$ cat config.mk
export PLATFORM = sky130hd
export DESIGN_NAME = vvhw_update
export DESIGN_NICKNAME = d
export VERILOG_FILES = /design/src/sv/vvhw_pkg.sv /design/src/sv/vvhw_update.sv
export SDC_FILE = /design/constraint.sdc
export NUM_CORES = 1
export LEC_CHECK = 0
export BUFFER_PORTS_ARGS = -buffer_cell sky130_fd_sc_hd__buf_2
export CAP_MARGIN = 15
export CORE_AREA = 3 3 261 263
export CTS_BUF_LIST = sky130_fd_sc_hd__clkbuf_8
export DETAILED_ROUTE_END_ITERATION = 10
export DIE_AREA = 0 0 264 266
export GPL_TIMING_DRIVEN = 0
export PLACE_DENSITY = 0.62
export SKIP_CTS_REPAIR_TIMING = 1
export SKIP_LAST_GASP = 1
export SLEW_MARGIN = 10
export SYNTH_ARGS = -nofsm -noshare
export SYNTH_HDL_FRONTEND = slang
export SYNTH_SLANG_ARGS = --single-unit
export TNS_END_PERCENT = 1
$ cat constraint.sdc
create_clock -name clk -period 9.1 [get_ports clk]
set_clock_uncertainty 0.1 [all_clocks]
set_input_delay 2.73 -clock clk [delete_from_list [all_inputs] [get_ports clk]]
set_output_delay 2.73 -clock clk [all_outputs]
set_load 0.1 [all_outputs]
$ cat src/sv/vvhw_pkg.sv
// ---------------------------------------------------------------------------
// vvhw_pkg
// Shared types and constants for the velocity-Verlet hard-wall step pipeline.
// ---------------------------------------------------------------------------
`default_nettype none

package vvhw_pkg;

  // field widths
  localparam int DT_W     = 24;
  localparam int BOX_W    = 31;
  localparam int FIELD_W  = 32;
  localparam int ENERGY_W = 63;
  localparam int SUM_W    = 64;
  localparam int CFG_W    = 31;
  localparam int CFG_IDX_W = 2;

  // fixed-point shifts
  localparam int DRIFT_SHIFT = 24;
  localparam int KICK_SHIFT  = 25;
  localparam int HDSQ_SHIFT  = 25;
  localparam int HDSQ_W      = 2 * DT_W - HDSQ_SHIFT;

  // product and wide-sum widths
  localparam int PROD_W = DT_W + 1 + FIELD_W;
  localparam int WIDE_W = 36;

  // register indexes
  localparam logic [CFG_IDX_W-1:0] REG_TIME_STEP = 2'd0;
  localparam logic [CFG_IDX_W-1:0] REG_WALL_X    = 2'd1;
  localparam logic [CFG_IDX_W-1:0] REG_WALL_Y    = 2'd2;

  // reset values of the registers
  localparam logic [DT_W-1:0]  TIME_STEP_RST = 24'd33554;
  localparam logic [BOX_W-1:0] WALL_X_RST    = 31'd655360;
  localparam logic [BOX_W-1:0] WALL_Y_RST    = 31'd655360;

  // operating modes
  localparam logic MODE_DRIFT = 1'b0;
  localparam logic MODE_KICK  = 1'b1;

  // one accepted input word
  typedef struct packed {
    logic                      mode;
    logic signed [FIELD_W-1:0] pos_x;
    logic signed [FIELD_W-1:0] pos_y;
    logic signed [FIELD_W-1:0] vel_x;
    logic signed [FIELD_W-1:0] vel_y;
    logic signed [FIELD_W-1:0] force_x;
    logic signed [FIELD_W-1:0] force_y;
    logic                      final_particle;
  } item_t;

  // products stage contents
  typedef struct packed {
    logic                      mode;
    logic                      final_particle;
    logic signed [FIELD_W-1:0] pos_x;
    logic signed [FIELD_W-1:0] pos_y;
    logic signed [FIELD_W-1:0] vel_x;
    logic signed [FIELD_W-1:0] vel_y;
    logic signed [PROD_W-1:0]  dtv_x;
    logic signed [PROD_W-1:0]  dtv_y;
    logic signed [PROD_W-1:0]  hff_x;
    logic signed [PROD_W-1:0]  hff_y;
    logic signed [PROD_W-1:0]  dtf_x;
    logic signed [PROD_W-1:0]  dtf_y;
  } prod_t;

  // updated particle state
  typedef struct packed {
    logic                      mode;
    logic                      final_particle;
    logic signed [FIELD_W-1:0] pos_x;
    logic signed [FIELD_W-1:0] pos_y;
    logic signed [FIELD_W-1:0] vel_x;
    logic signed [FIELD_W-1:0] vel_y;
  } upd_t;

  // one result word
  typedef struct packed {
    logic signed [FIELD_W-1:0] new_pos_x;
    logic signed [FIELD_W-1:0] new_pos_y;
    logic signed [FIELD_W-1:0] new_vel_x;
    logic signed [FIELD_W-1:0] new_vel_y;
    logic [ENERGY_W-1:0]       kinetic_energy;
    logic                      energy_valid;
  } res_t;

endpackage

`default_nettype wire

$ cat src/sv/vvhw_update.sv
// ---------------------------------------------------------------------------
// vvhw_update
// Update stage: drift with half kick and wall reflection, or second half kick.
// ---------------------------------------------------------------------------
`default_nettype none

module vvhw_update (
  input  wire logic                       clk,
  input  wire logic                       rst_n,
  input  wire logic                       up_valid,
  input  wire vvhw_pkg::prod_t            up_prod,
  output logic                            up_ready,
  input  wire logic [vvhw_pkg::BOX_W-1:0] wall_x,
  input  wire logic [vvhw_pkg::BOX_W-1:0] wall_y,
  output logic                            dn_valid,
  output vvhw_pkg::upd_t                  dn_upd,
  input  wire logic                       dn_ready
);
  import vvhw_pkg::*;

  typedef struct packed {
    logic signed [FIELD_W-1:0] pos;
    logic signed [FIELD_W-1:0] vel;
  } axis_t;

  logic  valid_r;
  upd_t  upd_r;
  upd_t  upd_nxt;
  axis_t drift_x;
  axis_t drift_y;

  // clamp a wide value to the 32-bit signed range
  function automatic logic signed [FIELD_W-1:0] sat32(input logic signed [WIDE_W-1:0] x);
    logic signed [WIDE_W-1:0] max_w;
    logic signed [WIDE_W-1:0] min_w;
    max_w = WIDE_W'({1'b0, {(FIELD_W-1){1'b1}}});
    min_w = -max_w - WIDE_W'(1);
    if (x > max_w) begin
      sat32 = {1'b0, {(FIELD_W-1){1'b1}}};
    end else if (x < min_w) begin
      sat32 = {1'b1, {(FIELD_W-1){1'b0}}};
    end else begin
      sat32 = x[FIELD_W-1:0];
    end
  endfunction

  // kicked velocity, before saturation
  function automatic logic signed [WIDE_W-1:0] kick_wide(
    input logic signed [FIELD_W-1:0] v,
    input logic signed [PROD_W-1:0]  dtf
  );
    kick_wide = WIDE_W'(v) + WIDE_W'(dtf >>> KICK_SHIFT);
  endfunction

  // drift, half kick and one wall reflection for one axis
  function automatic axis_t drift_axis(
    input logic signed [FIELD_W-1:0] p,
    input logic signed [FIELD_W-1:0] v,
    input logic signed [PROD_W-1:0]  dtv,
    input logic signed [PROD_W-1:0]  hff,
    input logic signed [PROD_W-1:0]  dtf,
    input logic [BOX_W-1:0]          extent
  );
    logic signed [WIDE_W-1:0] wide_p;
    logic signed [WIDE_W-1:0] wide_v;
    logic signed [WIDE_W-1:0] ext;
    axis_t                    res;
    wide_p = WIDE_W'(p) + WIDE_W'(dtv >>> DRIFT_SHIFT) + WIDE_W'(hff >>> DRIFT_SHIFT);
    wide_v = kick_wide(v, dtf);
    ext    = $signed({{(WIDE_W-BOX_W){1'b0}}, extent});
    if (wide_p > ext) begin
      wide_p = (ext <<< 1) - wide_p;
      wide_v = -wide_v;
    end else if (wide_p < 0) begin
      wide_p = -wide_p;
      wide_v = -wide_v;
    end
    res.pos = sat32(wide_p);
    res.vel = sat32(wide_v);
    drift_axis = res;
  endfunction

  assign drift_x  = drift_axis(up_prod.pos_x, up_prod.vel_x, up_prod.dtv_x,
                               up_prod.hff_x, up_prod.dtf_x, wall_x);
  assign drift_y  = drift_axis(up_prod.pos_y, up_prod.vel_y, up_prod.dtv_y,
                               up_prod.hff_y, up_prod.dtf_y, wall_y);
  assign up_ready = !valid_r || dn_ready;

  // mode select
  always_comb begin
    upd_nxt.mode           = up_prod.mode;
    upd_nxt.final_particle = up_prod.final_particle;
    if (up_prod.mode == MODE_KICK) begin
      upd_nxt.pos_x = up_prod.pos_x;
      upd_nxt.pos_y = up_prod.pos_y;
      upd_nxt.vel_x = sat32(kick_wide(up_prod.vel_x, up_prod.dtf_x));
      upd_nxt.vel_y = sat32(kick_wide(up_prod.vel_y, up_prod.dtf_y));
    end else begin
      upd_nxt.pos_x = drift_x.pos;
      upd_nxt.pos_y = drift_y.pos;
      upd_nxt.vel_x = drift_x.vel;
      upd_nxt.vel_y = drift_y.vel;
    end
  end

  // stage register
  always_ff @(posedge clk) begin
    if (!rst_n) begin
      valid_r <= 1'b0;
    end else if (up_ready) begin
      valid_r <= up_valid;
    end
    if (up_ready && up_valid) begin
      upd_r <= upd_nxt;
    end
  end

  assign dn_valid = valid_r;
  assign dn_upd   = upd_r;

endmodule

`default_nettype wire

Yosys cells after proc, flatten, opt, wreduce, memory -nomap -nowiden
Index checks and enable logic that the tools add are counted.

Bits of input ports: 538. Bits in registers: 131. Logic and storage cells: 59.

Muxes and demuxes: 21. Reduce and logical (&&, ||, !) cells: 3. $add $sub $neg: 12. $lt $le $gt $ge: 16.

Operators by type and width (count): 2-to-1 mux 32 bit (12); 2-to-1 mux 36 bit (8); greater-than comparator 36 x 32 -> 1 bit (second input constant) (4); less-than comparator 36 x 32 -> 1 bit (second input constant) (4); 2-to-1 mux 128 bit (1); negator 33 -> 36 bit (2); negator 35 -> 36 bit (2); subtractor 33 x 35 -> 36 bit (2); adder 34 x 33 -> 35 bit (2); greater-than comparator 35 x 32 -> 1 bit (2); less-than comparator 35 x 1 -> 1 bit (second input constant) (2); adder 32 x 33 -> 34 bit (2); adder 32 x 32 -> 33 bit (2); greater-than comparator 33 x 32 -> 1 bit (second input constant) (2); less-than comparator 33 x 32 -> 1 bit (second input constant) (2); logical AND 1 bit (1); logical NOT 1 bit (1); logical OR 1 bit (1).

Depth between registers and ports, before layout
Word-level depth: 9. Depth in mapped cells: 29. Gate-level depth less buffers: 27.

Least setup slack after synthesis
Ideal clock, no wire load.

Path type: input to register. From: in up_prod[196] in the netlist's numbering. To: reg upd_r, in the netlist dn_upd[114] (data pin). Data arrival time: 8.255 ns. Required time: 8.728 ns. Path buffers: 2. Stages: 26. Setup slack: 0.473 ns. Library setup time: 0.272 ns. Path through: inv_1 > fa_1 > inv_1 > ha_1 > inv_1 > fa_1 > nor2b_4 > o2111a_1 > o211a_1 > or4_1 > and3_1 > buf_2 > ha_1 > nand2_1 > or3_1 > or3_1 > or4_1 > o211ai_1 > o2111ai_2 > nand2_1 > a311o_1 > o211ai_1 > o41ai_1 > nand2b_1 > buf_2 > o221ai_1.

RTL lines: start, declared (line vvhw_update.sv:11) `input wire vvhw_pkg::prod_t up_prod,`; end signal, assigned (line vvhw_update.sv:114) `upd_r <= upd_nxt;`; end, declared (line vvhw_update.sv:27) `upd_t upd_r;`.

==> flow_summary.yaml <==
run_status:
  status: "complete, but fails checks"
  violations: "negative setup slack"
timing:
  post-route-min-period_ps: 9170
  rsz0062_at_grt: "true"
  layout_setup_ws_ps: -74.0
  tns_ps: -143
  max_freq_mhz: 109
  drv_slew: 0
  fin_hold_ws_ps: 445
  tightest_slew_ps: 1130
  finalHoldViolations: 0
  slew_headroom_pct: 24.5
  setup_viol: 2
  finalCritPeriodShare_pct: 101
power:
  power_mw: 7.86
  power.leakage_nw: 13.0
  ir_drop_uv: 151
  power_density_nw_per_um2: 264
  intPower_mw: 3.09
  swShare_pct: 60.7
  switchingPower_mw: 4.77
  p_seq_share_pct: 11.9
  comb_power_share_pct: 81.2
  power_frac_clock_pct: 6.9
synth:
  synth_cells: 3170
  yosysSeqAreaShare_pct: 15.8
  synth_area_per_cell_sq_um: 7.82
  ys_async_sr_fraction_pct: 0
  ys_seq_elements: 131
  netlist_area_sq_um: 24800
  synth-edff-count: 130
  yosys_warnings: 0
  syn_nets: 4035
  ys.flop_type: "edfxtp_1"
  synth_cell_types: 113
worst_hold_path:
  holdCritStartpoint: "dn_valid"
  whs_path_depth: 2
  hold_end: "dn_valid"
  hp-class: "flop to flop"
placed_design:
  place_hpwl_um: 86900
  gp_congestion: 0.977
  placed_cells: 4560
  place_area_sq_um: 28600
  port_buffers: 523
  place_ws_ps: -2080
setup_path:
  critPathKind: "input pin to flop"
  endpoint_kind: "flop"
  rrSetupSlack_ps: 7240
  cp_data_required_time_ps: 9300
  cp_slowest_cell: "fa_1"
  crit_arrival_ps: 9370
  r2r-end: "dn_upd[116]"
  cp_max_fo: 10
  critPathMaxStageDelay_ps: 690
  r2r_start: "dn_valid"
  startpoint_type: "input pin"
  reg2reg_depth: 4
detailed_routing:
  via_count: 28061
  remaining_drc_errors: 0
  postRouteAntennaNets: 0
  finalWirelength_um: 106000
  viasPerCell: 6.06
  wl_per_cell_um: 22.9
  dr.pass1.iters: 6
  drtIter0Drc: 2880
die:
  io_pins: 670
  die_x_um: 264
  dieHeight_um: 266
  rows: 94
  core-area_sq_um: 65900
  initial_core_util_pct: 37.7
  dieArea_sq_um: 70200
clock_network:
  clock-sinks: 131
  cts_tree: "done"
  cts.path.max_buffers: 2
  cts_root_buf: "clkbuf_8"
  clk_pin_slew_ps: 110
  cts_max_level: 4
  clock_latency_ps: 580
  cts_buffers: 17
grt:
  track_usage_pct: 28.4
  antenna_found_initial: 24
  gr-total-overflow: 0
  grt_pass1_wl_um: 154000
  grt_max_degree: 41
  grt_pass1_vias: 25762
run:
  drv_cap: 0
cells_and_area:
  num-fill-cells: 6750
  postLayoutCoreUtil_pct: 45.1
  postLayoutCellArea_sq_um: 29700
  final_common_cell: "buf_2"
  layout_common_cells: "549 x buf_2, 289 x a21oi_1, 262 x nand2_1"
  instances_no_fill: 4631
  area_delta_synth_final_pct: 19.9
  final_layout_size_suffix_gt1_share_pct: 21.6
  nNetsFinal: 4610
state kept, by name, indices dropped and copies added (netlist names):
register and count:
dn_valid 1, dn_upd 130
area by class of cell:
cell class | instances | area, sq um | area share, %
Tap cell | 864 | 1080 | 3.64
Clock buffer | 17 | 234 | 0.787
Buffer | 124 | 586 | 1.97
Timing Repair Buffer | 560 | 2940 | 9.90
Multi-Input combinational cell | 2707 | 20100 | 67.4
Inverter | 204 | 769 | 2.59
Antenna cell | 9 | 22.5 | 0.0757
Sequential cell | 131 | 3920 | 13.2
Clock inverter | 15 | 123 | 0.412
cell families after synthesis:
logic type / share of synthesized area (%)
mux: 0.671
compound gates: 32.1
fa+ha+maj: 18.9
xor+xnor: 5.48
flops: 15.8
buf+inv: 5.32
simple gates: 21.7
power groups by stage:
stage | registers [mW] | logic (mW) | clock network (mW)
floorplan | 1.94 | 3.42 | 0
global placement | 0.958 | 5.98 | 0
detailed placement | 0.947 | 5.98 | 0
CTS | 0.937 | 6.02 | 0.566
global route | 0.948 | 6.82 | 0.578
finish | 0.937 | 6.38 | 0.545
worst max-delay path, delay by kind of cell:
family / cells / cell delay (ps)
and+or+nand+nor: 5 / 990
AOI/OAI and AO/OA: 11 / 3070
xor gates and xnor gates: 1 / 170
adders and majority gates: 3 / 1300
buffers and inverters: 4 / 760
muxes: 1 / 330
how the worst max path moves through the flow:
| stage | from | endpoint | slack [ps] |
|---|---|---|---|
| after floorplan | up_prod[196] | dn_upd[114] | 470 |
| after global placement | up_prod[196] | dn_upd[118] | -2080 |
| after detailed placement | up_prod[196] | dn_upd[118] | -2080 |
| after CTS | up_prod[196] | dn_upd[118] | -1430 |
| after global routing | up_prod[159] | dn_upd[88] | -160 |
| final | up_prod[159] | dn_upd[88] | -70 |
synth_stat cells, types with 12 or more instances:
master	count	share of area [%]
clkbuf_1	87	1.3
o32ai_1	15	0.53
o211a_1	12	0.48
and3_1	52	1.3
o21ai_1	17	0.34
nand4_1	46	1.2
inv_1	202	3.1
fa_1	72	5.8
o221ai_1	12	0.42
xnor2_1	90	3.2
a2bb2oi_1	28	0.99
or3_1	34	0.86
or4_1	14	0.42
nor2_1	226	3.4
a211o_1	15	0.53
a31o_2	14	0.49
a21boi_0	13	0.39
o211ai_1	75	2.3
edfxtp_1	130	16
nand3_1	93	1.9
o21ai_0	179	3.6
nor3_1	100	2.0
nor4_1	32	0.81
and4_1	18	0.64
ha_1	255	13
nor3b_1	15	0.45
a311oi_1	14	0.49
a211oi_1	67	2.0
nor2b_1	29	0.73
a21oi_1	294	5.9
a21o_1	104	3.1
nand2_1	264	4.0
xor2_1	59	2.1
and2_1	30	0.76
or2_2	21	0.53
buf_2	30	0.61
a2111oi_0	14	0.49
a31oi_1	44	1.1
a221oi_1	12	0.42
o31ai_1	22	0.67
nand2b_1	25	0.63
o21a_1	43	1.3
o21bai_1	26	0.79
layer usage:
metal / GRT usage, % / vias to the layer above / routed length, um
met1: 38.4 / 13294 / 45700
met2: 45.6 / 1341 / 47700
li1: - / 13234 / -
met3: 5.82 / 166 / 9400
met5: 0 / - / 193
met4: 8.55 / 26 / 2950
Power figures use the tool's default switching activity.
