$ cat src/sv/vvhw_pkg.sv
// ---------------------------------------------------------------------------
// vvhw_pkg
// Shared types and constants for the velocity-Verlet hard-wall step pipeline.
// ---------------------------------------------------------------------------
`default_nettype none

package vvhw_pkg;

  // field widths
  localparam int DT_W     = 24;
  localparam int BOX_W    = 31;
  localparam int FIELD_W  = 32;
  localparam int ENERGY_W = 63;
  localparam int SUM_W    = 64;
  localparam int CFG_W    = 31;
  localparam int CFG_IDX_W = 2;

  // fixed-point shifts
  localparam int DRIFT_SHIFT = 24;
  localparam int KICK_SHIFT  = 25;
  localparam int HDSQ_SHIFT  = 25;
  localparam int HDSQ_W      = 2 * DT_W - HDSQ_SHIFT;

  // product and wide-sum widths
  localparam int PROD_W = DT_W + 1 + FIELD_W;
  localparam int WIDE_W = 36;

  // register indexes
  localparam logic [CFG_IDX_W-1:0] REG_TIME_STEP = 2'd0;
  localparam logic [CFG_IDX_W-1:0] REG_WALL_X    = 2'd1;
  localparam logic [CFG_IDX_W-1:0] REG_WALL_Y    = 2'd2;

  // reset values of the registers
  localparam logic [DT_W-1:0]  TIME_STEP_RST = 24'd33554;
  localparam logic [BOX_W-1:0] WALL_X_RST    = 31'd655360;
  localparam logic [BOX_W-1:0] WALL_Y_RST    = 31'd655360;

  // operating modes
  localparam logic MODE_DRIFT = 1'b0;
  localparam logic MODE_KICK  = 1'b1;

  // one accepted input word
  typedef struct packed {
    logic                      mode;
    logic signed [FIELD_W-1:0] pos_x;
    logic signed [FIELD_W-1:0] pos_y;
    logic signed [FIELD_W-1:0] vel_x;
    logic signed [FIELD_W-1:0] vel_y;
    logic signed [FIELD_W-1:0] force_x;
    logic signed [FIELD_W-1:0] force_y;
    logic                      final_particle;
  } item_t;

  // products stage contents
  typedef struct packed {
    logic                      mode;
    logic                      final_particle;
    logic signed [FIELD_W-1:0] pos_x;
    logic signed [FIELD_W-1:0] pos_y;
    logic signed [FIELD_W-1:0] vel_x;
    logic signed [FIELD_W-1:0] vel_y;
    logic signed [PROD_W-1:0]  dtv_x;
    logic signed [PROD_W-1:0]  dtv_y;
    logic signed [PROD_W-1:0]  hff_x;
    logic signed [PROD_W-1:0]  hff_y;
    logic signed [PROD_W-1:0]  dtf_x;
    logic signed [PROD_W-1:0]  dtf_y;
  } prod_t;

  // updated particle state
  typedef struct packed {
    logic                      mode;
    logic                      final_particle;
    logic signed [FIELD_W-1:0] pos_x;
    logic signed [FIELD_W-1:0] pos_y;
    logic signed [FIELD_W-1:0] vel_x;
    logic signed [FIELD_W-1:0] vel_y;
  } upd_t;

  // one result word
  typedef struct packed {
    logic signed [FIELD_W-1:0] new_pos_x;
    logic signed [FIELD_W-1:0] new_pos_y;
    logic signed [FIELD_W-1:0] new_vel_x;
    logic signed [FIELD_W-1:0] new_vel_y;
    logic [ENERGY_W-1:0]       kinetic_energy;
    logic                      energy_valid;
  } res_t;

endpackage

`default_nettype wire

$ cat src/sv/vvhw_energy.sv
// ---------------------------------------------------------------------------
// vvhw_energy
// Squares the kicked speeds, keeps the saturating running sum and drives the
// result register.
// ---------------------------------------------------------------------------
`default_nettype none

module vvhw_energy (
  input  wire logic            clk,
  input  wire logic            rst_n,
  input  wire logic            up_valid,
  input  wire vvhw_pkg::upd_t  up_upd,
  output logic                 up_ready,
  output logic                 dn_valid,
  output vvhw_pkg::res_t       dn_res,
  input  wire logic            dn_ready
);
  import vvhw_pkg::*;

  // square stage
  logic               sq_valid_r;
  upd_t               sq_upd_r;
  logic [SUM_W-1:0]   sq_sum_r;
  logic               sq_ready;
  logic [FIELD_W-1:0] mag_x;
  logic [FIELD_W-1:0] mag_y;
  logic [SUM_W-1:0]   sq_x;
  logic [SUM_W-1:0]   sq_y;
  logic [SUM_W-1:0]   sq_sum_nxt;

  // result stage
  logic               res_valid_r;
  res_t               res_r;
  res_t               res_nxt;
  logic [SUM_W-1:0]   speed_sum_r;
  logic [SUM_W-1:0]   speed_sum_nxt;
  logic [SUM_W:0]     acc_wide;
  logic [SUM_W-1:0]   acc_sat;
  logic               res_ready;
  logic               res_load;

  // magnitudes and squares
  assign mag_x = up_upd.vel_x[FIELD_W-1] ? FIELD_W'(-up_upd.vel_x) : FIELD_W'(up_upd.vel_x);
  assign mag_y = up_upd.vel_y[FIELD_W-1] ? FIELD_W'(-up_upd.vel_y) : FIELD_W'(up_upd.vel_y);
  assign sq_x  = {{(SUM_W-FIELD_W){1'b0}}, mag_x} * {{(SUM_W-FIELD_W){1'b0}}, mag_x};
  assign sq_y  = {{(SUM_W-FIELD_W){1'b0}}, mag_y} * {{(SUM_W-FIELD_W){1'b0}}, mag_y};
  // each square is at most 2^62, so the pair fits
  assign sq_sum_nxt = (up_upd.mode == MODE_KICK) ? (sq_x + sq_y) : '0;

  assign up_ready = !sq_valid_r || res_ready;

  always_ff @(posedge clk) begin
    if (!rst_n) begin
      sq_valid_r <= 1'b0;
    end else if (up_ready) begin
      sq_valid_r <= up_valid;
    end
    if (up_ready && up_valid) begin
      sq_upd_r <= up_upd;
      sq_sum_r <= sq_sum_nxt;
    end
  end

  assign sq_ready = sq_valid_r;

  // saturating accumulate
  assign acc_wide = {1'b0, speed_sum_r} + {1'b0, sq_sum_r};
  assign acc_sat  = acc_wide[SUM_W] ? {SUM_W{1'b1}} : acc_wide[SUM_W-1:0];

  always_comb begin
    res_nxt.new_pos_x      = sq_upd_r.pos_x;
    res_nxt.new_pos_y      = sq_upd_r.pos_y;
    res_nxt.new_vel_x      = sq_upd_r.vel_x;
    res_nxt.new_vel_y      = sq_upd_r.vel_y;
    res_nxt.kinetic_energy = '0;
    res_nxt.energy_valid   = 1'b0;
    speed_sum_nxt          = speed_sum_r;
    if (sq_upd_r.mode == MODE_KICK) begin
      if (sq_upd_r.final_particle) begin
        res_nxt.kinetic_energy = acc_sat[SUM_W-1:1];
        res_nxt.energy_valid   = 1'b1;
        speed_sum_nxt          = '0;
      end else begin
        speed_sum_nxt = acc_sat;
      end
    end
  end

  assign res_ready = !res_valid_r || dn_ready;
  assign res_load  = res_ready && sq_ready;

  // result register and running sum
  always_ff @(posedge clk) begin
    if (!rst_n) begin
      res_valid_r <= 1'b0;
      speed_sum_r <= '0;
    end else begin
      if (res_ready) begin
        res_valid_r <= sq_valid_r;
      end
      if (res_load) begin
        speed_sum_r <= speed_sum_nxt;
      end
    end
    if (res_load) begin
      res_r <= res_nxt;
    end
  end

  assign dn_valid = res_valid_r;
  assign dn_res   = res_r;

endmodule

`default_nettype wire
$ cat config.mk
export PLATFORM = sky130hd
export DESIGN_NAME = vvhw_energy
export DESIGN_NICKNAME = d
export VERILOG_FILES = /design/src/sv/vvhw_pkg.sv /design/src/sv/vvhw_energy.sv
export SDC_FILE = /design/constraint.sdc
export NUM_CORES = 2
export LEC_CHECK = 0
export BUFFER_PORTS_ARGS = -buffer_cell sky130_fd_sc_hd__clkbuf_2
export CORE_ASPECT_RATIO = 0.7
export CORE_MARGIN = 1
export CORE_UTILIZATION = 50
export CTS_CLUSTER_SIZE = 24
export DETAILED_ROUTE_END_ITERATION = 10
export PLACE_DENSITY = 0.79
export SKIP_LAST_GASP = 1
export SYNTH_ARGS = -nofsm -noshare
export SYNTH_HDL_FRONTEND = slang
export SYNTH_SLANG_ARGS = --single-unit
$ cat constraint.sdc
create_clock -name clk -period 10.3 [get_ports clk]
set_clock_uncertainty 0.15 [all_clocks]
set_input_delay 0 -clock clk [delete_from_list [all_inputs] [get_ports clk]]
set_output_delay 0 -clock clk [all_outputs]
set_load 0.1 [all_outputs]
After elaboration in Yosys (flattened, before gate mapping)
Cells that the tools add are included.
- add/sub/neg operators: 4
- multiply operators: 2
- muxes and demuxes: 5
- reductions and logical operators: 8
- operators by type and width (cell ; count):
    $mul A32 B32 Y64 ; 2
    $mux W64 ; 2
    $add A64 B64 Y65 ; 1
    $add A64 B64 Y64 ; 1
    $mux W32 ; 2
    $neg A32 Y32 ; 2
    $reduce_and A2 Y1 ; 2
    $logic_and A1 B1 Y1 ; 2
    $logic_not A1 Y1 ; 2
    $logic_or A1 B1 Y1 ; 2
    $mux W1 ; 1
- bits in registers: 452
- input bits: 134
- output and inout bits: 194

Depth between registers and ports, before layout
- depth in word-level cells: 4
- gate-level depth with buffers: 43
- gate-level depth less buffers: 40

Worst setup path before layout
Ideal clock, no wire load.
- path kind: register to register
- start point: reg res_valid_r, in the netlist dn_valid
- end point: reg speed_sum_r[63]
- arrival: 11.378 ns
- data required time: 10.089 ns
- slack: -1.289 ns
- cell stages (with the launch flop): 6
- period minus slack after synthesis: 11.589 ns
- cells stage by stage: dfxtp_1 nor2b_1 nor2b_1 nand4b_1 nor2_1 a221o_1
- cells in the longest elaborated chain, start to end: 4
- ends and longest elaborated chain (item ; RTL line ; text):
    start: declaration ; vvhw_energy.sv:32 ; logic res_valid_r;
    start signal: assignment ; vvhw_energy.sv:99 ; res_valid_r <= sq_valid_r;
    $logic_not A1 Y1 ; vvhw_energy.sv:89 ; assign res_ready = !res_valid_r || dn_ready;
    $logic_or A1 B1 Y1 ; vvhw_energy.sv:89 ;
    $logic_and A1 B1 Y1 ; vvhw_energy.sv:90 ; assign res_load = res_ready && sq_ready;
    net res_load ; vvhw_energy.sv:40 ; logic res_load;
    $reduce_and A2 Y1 (no source line) ; n/a ;
    end signal: assignment ; vvhw_energy.sv:102 ; speed_sum_r <= speed_sum_nxt;
    end: declaration ; vvhw_energy.sv:35 ; logic [SUM_W-1:0] speed_sum_r;
The timed path passes the listed nets, and every way through them passes these cells.
A chain may end at the register's enable or synchronous reset.

Worst setup path after layout
- start point: in up_upd[6] in the netlist's numbering
- end point: reg sq_sum_r[36], data pin
- cells in the longest elaborated chain, start to end: 4
- ends and longest elaborated chain (item ; RTL line ; text):
    start: declaration ; vvhw_energy.sv:12 ; input wire vvhw_pkg::upd_t up_upd,
    $neg A32 Y32 ; vvhw_energy.sv:44 ; assign mag_y = up_upd.vel_y[FIELD_W-1] ? FIELD_W'(-up_upd.vel_y) : FIELD_W'(up_upd.vel_y);
    $mux W32 (*) ; vvhw_energy.sv:44 ;
    $mul A32 B32 Y64 (*) ; vvhw_energy.sv:46 ; assign sq_y = {{(SUM_W-FIELD_W){1'b0}}, mag_y} * {{(SUM_W-FIELD_W){1'b0}}, mag_y};
    $add A64 B64 Y64 (*) ; vvhw_energy.sv:48 ; assign sq_sum_nxt = (up_upd.mode == MODE_KICK) ? (sq_x + sq_y) : '0;
    end signal: assignment ; vvhw_energy.sv:60 ; sq_sum_r <= sq_sum_nxt;
    end: declaration ; vvhw_energy.sv:23 ; logic [SUM_W-1:0] sq_sum_r;
Every way passes the cells marked *; elsewhere a longest branch is shown, timed or not.

==> flow_metrics.tcl <==
set metrics [dict create \
    yosysSeqAreaShare 0.1690 \
    die_y_um 329.1 \
    synth_area_per_cell_sq_um 10.01 \
    synth.area.top_cells "fa_1 46%, edfxtp_1 15%, inv_1 11%" \
    grt_pass1_vias 62610 \
    routed_wl_mm 229.2 \
    yosysTopAreaCell "fa_1" \
    die_w_um 469.2 \
    critical_path.max_fanout 13 \
    post_dp_cell_area_sq_um 85050 \
    rsz0062_at_grt "yes" \
    fin_area_sq_um 89180 \
    synth-edff-count 386 \
    dp_cells 10380 \
    ys_seq_elements 452 \
    worst_pin_slew_ns 1.052 \
    routabilityCongestion 1.169 \
    synth.distinct_cells 84 \
    worstSkewPairLatency_ns 0.63 \
    start_util 0.5061 \
    viasPerCell 5.236 \
    slew_viol_final 0 \
    antenna_found_initial 7 \
    cp-start-kind "input port" \
    fin_cells 10700 \
    finalHoldViolCount 0 \
    preCtsSetupSlack_ns -0.5967 \
    htree_levels 2 \
    clk_pin_slew_ns 0.06 \
    antenna_left 0 \
    layout-drive-gt1-share 0.1266 \
    syn_to_final_growth_pct 16.71 \
    hp-class "in2reg" \
    r2r-end "dn_res[61]$_SDFFCE_PN0P_" \
    cts_tree "built" \
    setup.worst_path.start "up_upd[6]" \
    endpoint "sq_sum_r[36]$_SDFFCE_PN0P_" \
    crit_path_top_delay_cell "fa_1" \
    synth_cells 7635 \
    worst_r2r_path_depth 14 \
    dr.pass1.iters 7 \
    dieArea_sq_um 154400 \
    maxCapViolCount 0 \
    r2r_slack_ns 5.57 \
    max_stage_delay_ns 0.59 \
    dp_hpwl_mm 195.2 \
    crit_top_cell "fa_1" \
    clock-root-buffer "clkbuf_16" \
    status "finished clean" \
    ios 328 \
    cp.required_ns 10.52 \
    grt_pass1_wl_mm 356.0 \
    fin_nets 11110 \
    synth_top_cell_area_share 0.4561 \
    ys.flop_type "edfxtp_1" \
    period_share 0.9680 \
    std_cell_rows 119 \
    ys.warnings.count 0 \
    rr_startpoint "sq_sum_r[0]$_SDFFCE_PN0P_" \
    io_buffers 327 \
    grt_remaining_overflow 0 \
    clock-sinks 452 \
    fin_util 0.5907 \
    max_clock_freq_mhz 100.3 \
    crit_type "in2reg" \
    finalSetupViolCount 0 \
    track_usage 0.3064 \
    layout_setup_ws_ns 0.3300 \
    syn_area_sq_um 76410 \
    vias 56030 \
    min_period_ns 9.970 \
    coreArea_sq_um 151000 \
    drc 0 \
    numCtsBuffers 49 \
    clk_path_buf_depth 3 \
    slew-limit-headroom 0.2988 \
    drtIter0Drc 4671 \
    cp-end-kind "flop" \
    async_reset_ff_frac 0 \
    crit_arrival_ns 10.19 \
    grt_start_max_net_pins 136 \
    routedWlPerCell_um 21.41 \
]
synth_stat cells (13+ instances only):
cell,n
nand2_1,696
a211oi_1,21
o31a_1,15
ha_1,569
nor2_1,711
a31oi_1,17
o21ai_0,156
and3_1,13
edfxtp_1,386
o31ai_1,16
nand3_1,35
inv_1,2199
nor3_1,27
buf_2,14
fa_1,1741
xnor2_1,117
dfxtp_1,66
xor2_1,93
nand4_1,33
nand2b_1,21
o21bai_1,27
a21oi_1,148
nor2b_1,13
clkbuf_1,201
and2_1,20
a21o_1,82
o21a_1,21
clkinv_1,15
per-layer routing:
layer	track usage	vias up	routed length, um
li1	-	24560	-
met3	0.1057	570	28470
met2	0.4899	2606	104300
met5	0	-	121
met4	0.1047	10	9470
met1	0.3898	28280	86810
cell families (layout without fill, tap and decap cells):
kind of cell,after synthesis,after routing,share of synthesized area
buffers and inverters,2446,3462,0.1204
adder cells (fa/ha/maj),2310,2310,0.5493
AND/OR/NAND/NOR,1629,1629,0.08801
AO/OA/AOI/OAI,577,577,0.04768
flip-flops,452,452,0.1690
XOR/XNOR,213,213,0.02471
multiplexers,6,6,0.0008187
other,2,56,0.00009828
worst max-delay path: cells and delay by family:
| kind | cells | cell delay (ns) |
|---|---|---|
| AOI/OAI and AO/OA | 8 | 1.90 |
| xor gates and xnor gates | 2 | 0.36 |
| and+or+nand+nor | 4 | 0.55 |
| adders and majority gates | 11 | 5.33 |
| buffers and inverters | 13 | 2.01 |
placed cells by master (no fill, tap or decap), drive strengths merged, types with 149 or more instances in the layout:
cell type    instances
a21oi              149
buf                600
clkbuf             390
dlygate4sd3        220
edfxtp             386
fa                1741
ha                 569
inv               2209
nand2              699
nor2               712
o21ai              167
cell type report:
| cell class | instances | area (sq um) |
|---|---|---|
| clock buffer | 63 | 1340 |
| multi-input combinational | 4790 | 54860 |
| antenna | 1 | 2.502 |
| inverter | 2224 | 8359 |
| clock inverter | 28 | 294.0 |
| fill | 12530 | 61800 |
| sequential | 452 | 12910 |
| tap | 1996 | 2497 |
| timing repair buffer | 1147 | 8914 |
timing repair:
item | in CTS | in global routing
endpoints found under the setup margin | 0 | 30
hold buffers | 220 | 0
hold endpoints to repair | 146 | 0
buffers inserted | 0 | 8
resized for setup | 0 | 54
sequential cells by signal, summed over array words and instances (netlist names):
register     cells
speed_sum_r     64
sq_sum_r        64
sq_upd_r         2
sq_ready         1
dn_res         192
res_nxt        128
dn_valid         1
worst min-delay path by stage:
stage               startpoint                endpoint  slack, ns  cells past startpoint
finish              up_upd[32]   res_nxt[96]$_DFFE_PP_       0.03                      2
global route        up_upd[28]   res_nxt[92]$_DFFE_PP_       0.04                      2
CTS                  up_upd[7]   res_nxt[71]$_DFFE_PP_      0.002                      2
detailed placement  up_upd[92]  res_nxt[156]$_DFFE_PP_       0.03                      1
global placement    up_upd[77]  res_nxt[141]$_DFFE_PP_       0.03                      1
floorplan           up_upd[36]  res_nxt[100]$_DFFE_PP_      -0.05                      0
stage by stage:
stage                     setup TNS [ns]  hold slack [ns]
after global placement            -5.296          0.02651
after detailed placement          -10.04          0.02861
after floorplan                        0         -0.05113
after CTS                              0         0.001697
final                                  0          0.02769
after global routing             -0.5193          0.03840
Power is not shown: default switching activity piles up to over one toggle a cycle in this logic, so the estimate is an artifact.
